===== src/hdl/ssd_pkg.sv =====
package ssd_pkg;

   typedef struct packed {
      logic [63:0]        src_id_high;
      logic [63:0]        src_id_low;
      logic [63:0]        dst_id_high;
      logic [63:0]        dst_id_low;
      logic [7:0]         kind;
      logic signed [31:0] seq_count;
      logic               batch_end;
   } req_data_type;

   typedef struct packed {
      logic [4:0] arrival_index;
      logic       ignore;
      logic       final_res;
      logic [5:0] ignored_total;
      logic       overflowed;
   } rsp_data_type;

   typedef struct packed {
      logic [63:0]        src_hi;
      logic [63:0]        src_lo;
      logic [63:0]        dst_hi;
      logic [63:0]        dst_lo;
      logic [7:0]         kind;
      logic signed [31:0] count;
      logic [4:0]         idx;
   } entry_type;

   typedef struct packed {
      logic       ins;
      logic       pop;
      logic [7:0] hb_kind;
      logic [7:0] ak_kind;
   } cell_ctrl_type;

   localparam logic REG_HEARTBEAT = 1'b0;
   localparam logic REG_ACKNACK   = 1'b1;

   localparam logic [7:0] HEARTBEAT_RESET = 8'd7;
   localparam logic [7:0] ACKNACK_RESET   = 8'd6;

endpackage


===== src/hdl/ssd_cell.sv =====
module ssd_cell import ssd_pkg::*; (
   input  logic          clock,
   input  logic          reset,
   input  cell_ctrl_type ctrl,
   input  entry_type     new_e,
   input  entry_type     left_e,
   input  logic          left_valid,
   input  entry_type     right_e,
   input  logic          right_valid,
   input  logic          shift_prev,
   output logic          shift_next,
   output entry_type     e,
   output logic          valid
);

   entry_type e_ff, e_in;
   logic      valid_ff, valid_in;
   logic      precedes, go, counted;

   always_comb begin
      counted = (new_e.kind == ctrl.hb_kind) || (new_e.kind == ctrl.ak_kind);
      if (new_e.src_hi != e_ff.src_hi) precedes = new_e.src_hi < e_ff.src_hi;
      else if (new_e.src_lo != e_ff.src_lo) precedes = new_e.src_lo < e_ff.src_lo;
      else if (new_e.dst_hi != e_ff.dst_hi) precedes = new_e.dst_hi < e_ff.dst_hi;
      else if (new_e.dst_lo != e_ff.dst_lo) precedes = new_e.dst_lo < e_ff.dst_lo;
      else if (new_e.kind != e_ff.kind) precedes = new_e.kind < e_ff.kind;
      else precedes = counted && (new_e.count > e_ff.count);
      // first free cell or first entry the new one precedes
      go = left_valid && (!valid_ff || precedes);
      shift_next = shift_prev || go;
   end

   always_comb begin
      e_in     = e_ff;
      valid_in = valid_ff;
      if (ctrl.ins) begin
         valid_in = valid_ff || go;
         if (shift_prev && left_valid) e_in = left_e;
         else if (go) e_in = new_e;
      end else if (ctrl.pop) begin
         e_in     = right_e;
         valid_in = right_valid;
      end
   end

   always_ff @(posedge clock) begin
      e_ff <= e_in;
      if (reset) valid_ff <= 1'b0;
      else valid_ff <= valid_in;
   end

   assign e     = e_ff;
   assign valid = valid_ff;

endmodule


===== config.mk =====
export PLATFORM = sky130hd
export DESIGN_NAME = ssd_cell
export DESIGN_NICKNAME = d
export VERILOG_FILES = /design/src/hdl/ssd_pkg.sv /design/src/hdl/ssd_cell.sv
export SDC_FILE = /design/constraint.sdc
export NUM_CORES = 1
export LEC_CHECK = 0
export ABC_AREA = 0
export BUFFER_PORTS_ARGS = -buffer_cell sky130_fd_sc_hd__buf_2
export CAP_MARGIN = 25
export CORE_AREA = 4 4 475 477
export CTS_BUF_LIST = sky130_fd_sc_hd__clkbuf_8
export CTS_CLUSTER_DIAMETER = 40
export DETAILED_ROUTE_END_ITERATION = 7
export DIE_AREA = 0 0 479 481
export PLACE_DENSITY = 0.37
export SETUP_SLACK_MARGIN = 0.2
export SYNTH_ARGS = -nofsm -noshare
export SYNTH_HDL_FRONTEND = slang
export SYNTH_SLANG_ARGS = --single-unit

===== constraint.sdc =====
create_clock -name clock -period 24 [get_ports clock]
set_clock_uncertainty 0.05 [all_clocks]
set_input_delay 2.4 -clock clock [delete_from_list [all_inputs] [get_ports clock]]
set_output_delay 2.4 -clock clock [all_outputs]
set_load 0.02 [all_outputs]

# Word-level counts from Yosys, hierarchy flattened
# Index checks and enable logic that the tools add are counted.
[totals]
romBits = 0
latchBits = 0
output_inout_bits = 303
n_memories = 0
ramBits = 0
inputBits = 926
regBits = 302
[op_classes]
n_eq_ne = 8
addsub = 0
shift = 0
div_mod_pow = 0
reduce_logical = 10
n_bitwise = 0
multipliers = 0
mux = 11
magnitude_cmp = 6
[op_table]
columns = ["op", "n"]
rows = [
  ["$mux W301", 4],
  ["$lt A64 B64 Y1", 4],
  ["$ne A64 B64 Y1", 4],
  ["$gt A32 B32 Y1", 1],
  ["$eq A8 B8 Y1", 2],
  ["$lt A8 B8 Y1", 1],
  ["$ne A8 B8 Y1", 1],
  ["$mux W1", 7],
  ["$logic_or A1 B1 Y1", 4],
  ["$logic_and A1 B1 Y1", 3],
  ["$ne A3 B1 Y1 const B", 1],
  ["$reduce_and A2 Y1", 1],
  ["$reduce_bool A2 Y1", 1],
  ["$logic_not A1 Y1", 1],
]

# Depth between registers and ports, before layout
[logic_depth]
word_depth = 13
ltp_mapped = 10

# Worst setup path before layout
# No wires, ideal clock.
[synth_timing]
path_kind = "input to register"
startpoint = "in new_e[246] (netlist bit)"
endpoint = "reg e_ff, in the netlist e[0] (enable)"
setup_time_ns = 1.143
setup_slack_ns = 2.483
stages = 9
arrival_ns = 20.323
path_cell_list = "ha_1 -> a21o_1 -> a21o_1 -> a221o_1 -> a221oi_1 -> a21oi_1 -> a2111oi_0 -> o211ai_1 -> a31oi_1"
[synth_via]
elab_chain_len = 6
elab_cells_between_ends = 7
cone_classes = "1 x order compare; 2 x eq/ne; 1 x mux; 3 x reduce/logical"
[synth_lines]
columns = ["element", "line_no", "rtl"]
rows = [
  ["start, declared", "ssd_cell.sv:5", "input entry_type new_e,"],
  ["$lt A64 B64 Y1 / $ne A64 B64 Y1 (equally long branches)", "ssd_cell.sv:22", "if (new_e.src_hi != e_ff.src_hi) precedes = new_e.src_hi < e_ff.src_hi;"],
  ["$mux W1 (*)", "ssd_cell.sv:22", ""],
  ["$logic_or A1 B1 Y1 (*)", "ssd_cell.sv:29", "go = left_valid && (!valid_ff || precedes);"],
  ["$logic_and A1 B1 Y1 (*)", "ssd_cell.sv:29", ""],
  ["$ne A3 B1 Y1 (no source line) (*)", "-", ""],
  ["$reduce_and A2 Y1 (no source line) (*)", "-", ""],
  ["end signal, assigned", "ssd_cell.sv:47", "e_ff <= e_in;"],
  ["end, declared", "ssd_cell.sv:16", "entry_type e_ff, e_in;"],
]
# Mark *: on every way between the ends. The rest lies on a longest branch, timed or not.
# A chain may end at the register's enable or synchronous reset.

# Worst setup path after layout
[layout_timing]
startpoint = "in new_e[273] (netlist bit)"
endpoint = "out shift_next"
[layout_via]
elab_chain_len = 5
elab_cells_between_ends = 6
cone_classes = "1 x order compare; 1 x eq/ne; 1 x mux; 3 x reduce/logical"
[layout_lines]
columns = ["element", "line_no", "rtl"]
rows = [
  ["$lt A64 B64 Y1 / $ne A64 B64 Y1 (equally long branches)", "ssd_cell.sv:22", ""],
  ["$mux W1 (*)", "ssd_cell.sv:22", ""],
  ["$logic_or A1 B1 Y1 (*)", "ssd_cell.sv:29", ""],
  ["$logic_and A1 B1 Y1 (*)", "ssd_cell.sv:29", ""],
  ["$logic_or A1 B1 Y1 (*)", "ssd_cell.sv:30", "shift_next = shift_prev || go;"],
  ["end, declared", "ssd_cell.sv:11", "output logic shift_next,"],
]
# Marks and branches as above.

==> run_results.csv <==
group,metric,value,unit
synthesis,netlist_area,22600,um^2
setup_path,crit_top_cell,"buf_2",
setup_path,cp.arrival,6.22,ns
setup_path,worst_path_dominant_cell_family,"compound AO/OA/AOI/OAI gates",
clocking,clk_pin_slew,0.06,ns
clocking,htreeDepth,3,
sta,grt_setup_unrepaired,"false",
final_layout,fill_cells,25700,
clocking,clock_sinks,302,
sta,finalCritPeriodShare,36.1,%
setup_path,crit_path_cell_trace,"buf_2 > ha_1 > nand4_1 > nor3_1 > nand4b_1 > a2111oi_0 > o2111ai_1 > o32ai_2 > a311oi_1 > buf_4 > a21oi_1 > buf_2",
routing,wl_per_cell,28.7,um
clocking,ctsResizeCount,0,
final_layout,area_growth,53.7,%
sta,setup_violations,0,
final_layout,fin_util,15.7,%
flow_run,cap_viol_max_count,0,
setup_path,max_stage_delay,0.63,ns
sta,fin_crit,8.67,ns
global_route,grt_pass1_vias,27300,
floorplan,core,221000,um^2
setup_path,cp_max_fo,4,
power_and_ir_drop,p_leak,16.5,nW
global_route,track_usage,16.9,%
status,status,"completed",
floorplan,rows,173,
global_route,antenna_found_initial,252,
clocking,clk_path_buf_depth,3,
final_layout,drive_above_1_share,35.5,%
routing,viasPerCell,3.81,
global_route,grt_max_degree,166,
power_and_ir_drop,vdd_ir_drop_max,0.0378,mV
place,routabilityCongestion,0.935,
power_and_ir_drop,power_density,62.8,nW/um^2
setup_path,worst-path-buf-inv,3,
routing,drtAntennaViolNets,0,
synthesis,ys_ff_latch,302,
sta,fmax,115,MHz
floorplan,die-area,230000,um^2
routing,dr.pass1.iters,5,
setup_path,critical-path-slowest-cell,"a2111oi_0",
global_route,grt_pass1_wl,259,mm
clocking,cts_setup_buffers,0,
routing,drtIter0Drc,1715,
min_path,hold_class,"flop to flop",
routing,post-route-drc-count,0,
place,dp_slack,14.85,ns
sta,worst_slew_pin_slew,1.04,ns
sta,report.final.slew_viol_count,0,
synthesis,seq_area_frac_synth,40.0,%
floorplan,die_w,479,um
synthesis,yosys_warnings,0,
setup_path,path_class,"primary input to primary output",
sta,setup_slack,15.33,ns
place,io_buffers,1228,
clocking,clock-root-buffer,"clkbuf_8",
clocking,clk_latency,0.85,ns
floorplan,start_util,10.2,%
synthesis,synthesis.instances,2739,
setup_path,worstSetupStartpointType,"primary input",
setup_path,cp-end-kind,"primary output",
clocking,hold_buffers,0,
floorplan,io_pins,1229,
synthesis,syn_area_per_cell,8.27,um^2
synthesis,ys_types,58,
power_and_ir_drop,power,2.19,mW
global_route,grt-ovfl-total,0,
clocking,cts_tree,"yes",
synthesis,synth_edf_count,301,
sta,relSlewSlack,30.4,%
synthesis,syn_nets,3961,
synthesis,async_flop_share,0,%
sta,tns,0,ns
floorplan,die_h,481,um
routing,vias,27000,
sta,final_hold_viol_count,0,
place,hpwl,177,mm
routing,wirelength,203,mm
synthesis,synth-main-ff-cell,"edfxtp_1",
setup_path,required,21.55,ns
clocking,cts_buffers,107,
final_layout,finalNetCount,5195,
-- power breakdown --
part / switching (mW) / internal [mW]
clock network: 0.379 / 0.602
logic: 0.343 / 0.185
registers: 0.0339 / 0.643
-- registers in the layout, summed over array words and instances (netlist names) --
name,count
e,301
valid,1
-- Yosys cell counts, drive strengths merged (16+ instances only) --
master | n | share of area [%]
nand2 | 647 | 11
nor2 | 334 | 5.5
inv | 310 | 5.1
a31oi | 308 | 8.5
edfxtp | 301 | 40
ha | 296 | 16
clkbuf | 124 | 2.1
a21oi | 97 | 2.1
nand4 | 62 | 1.7
a21o | 39 | 1.3
o21ai | 35 | 0.77
nand3 | 28 | 0.62
xor2 | 16 | 0.62
-- stage by stage --
stage | hold WS (ns) | instance area [um^2] | cells
after global routing | 0.579 | 34700 | 7054
after global placement | 0.553 | 32300 | 6836
after CTS | 0.611 | 34700 | 7037
after floorplan | 0.492 | 22600 | 2739
final | 0.558 | 34800 | 7090
after detailed placement | 0.552 | 32300 | 6839
-- routing by layer --
layer	global-route usage (%)	part of all wire (%)
met5	0	0.56
met3	9.51	13
met1	18.0	37
met4	4.28	3.4
met2	28.8	47
-- cells by family after synthesis --
group | count (synthesis) | synth area share [%]
AOI/OAI and AO/OA | 545 | 15.1
xor gates and xnor gates | 16 | 0.619
adders and majority gates | 296 | 16.4
buffers and inverters | 444 | 7.40
DFF | 302 | 40.0
and+or+nand+nor | 1136 | 20.5
-- tightest hold or removal path: stages (launching register included) --
cell and delay [ns]:
dfxtp_1 0.40, inv_1 0.09, a221oi_1 0.07
-- cell type report --
class,instances,area (um^2),share of cell area (%)
multi-input combinational,1993,12000,34.4
antenna,53,133,0.381
sequential,302,9060,26.0
clock buffer,108,1490,4.27
timing repair buffer,1259,6390,18.4
inverter,310,1160,3.34
tap,2975,3720,10.7
clock inverter,90,878,2.52
-- cell usage in the layout (no fill, tap or decap), drive strengths merged, types with 8 or more instances in the layout --
master / instances
o21a: 13
buf: 1259
diode: 53
a221oi: 8
a31oi: 308
o21ai: 35
o211ai: 10
nand3: 28
clkinv: 51
nor4: 15
bufinv: 17
nand4: 62
clkbuf: 108
inv: 330
a21oi: 97
nor2b: 9
nor3: 10
edfxtp: 301
ha: 296
xor2: 16
nor2: 334
a21o: 39
nand2: 647
-- final timing paths --
kind         startpoint         end  slack, ns  depth (start not counted)
max reg2reg      e[294]      e[160]      17.48                         14
min reg2reg       valid       valid       0.56                          2
min               valid       valid       0.56                          2
max          new_e[273]  shift_next      15.33                         12
Note: power is estimated with default switching activity, not from simulation.
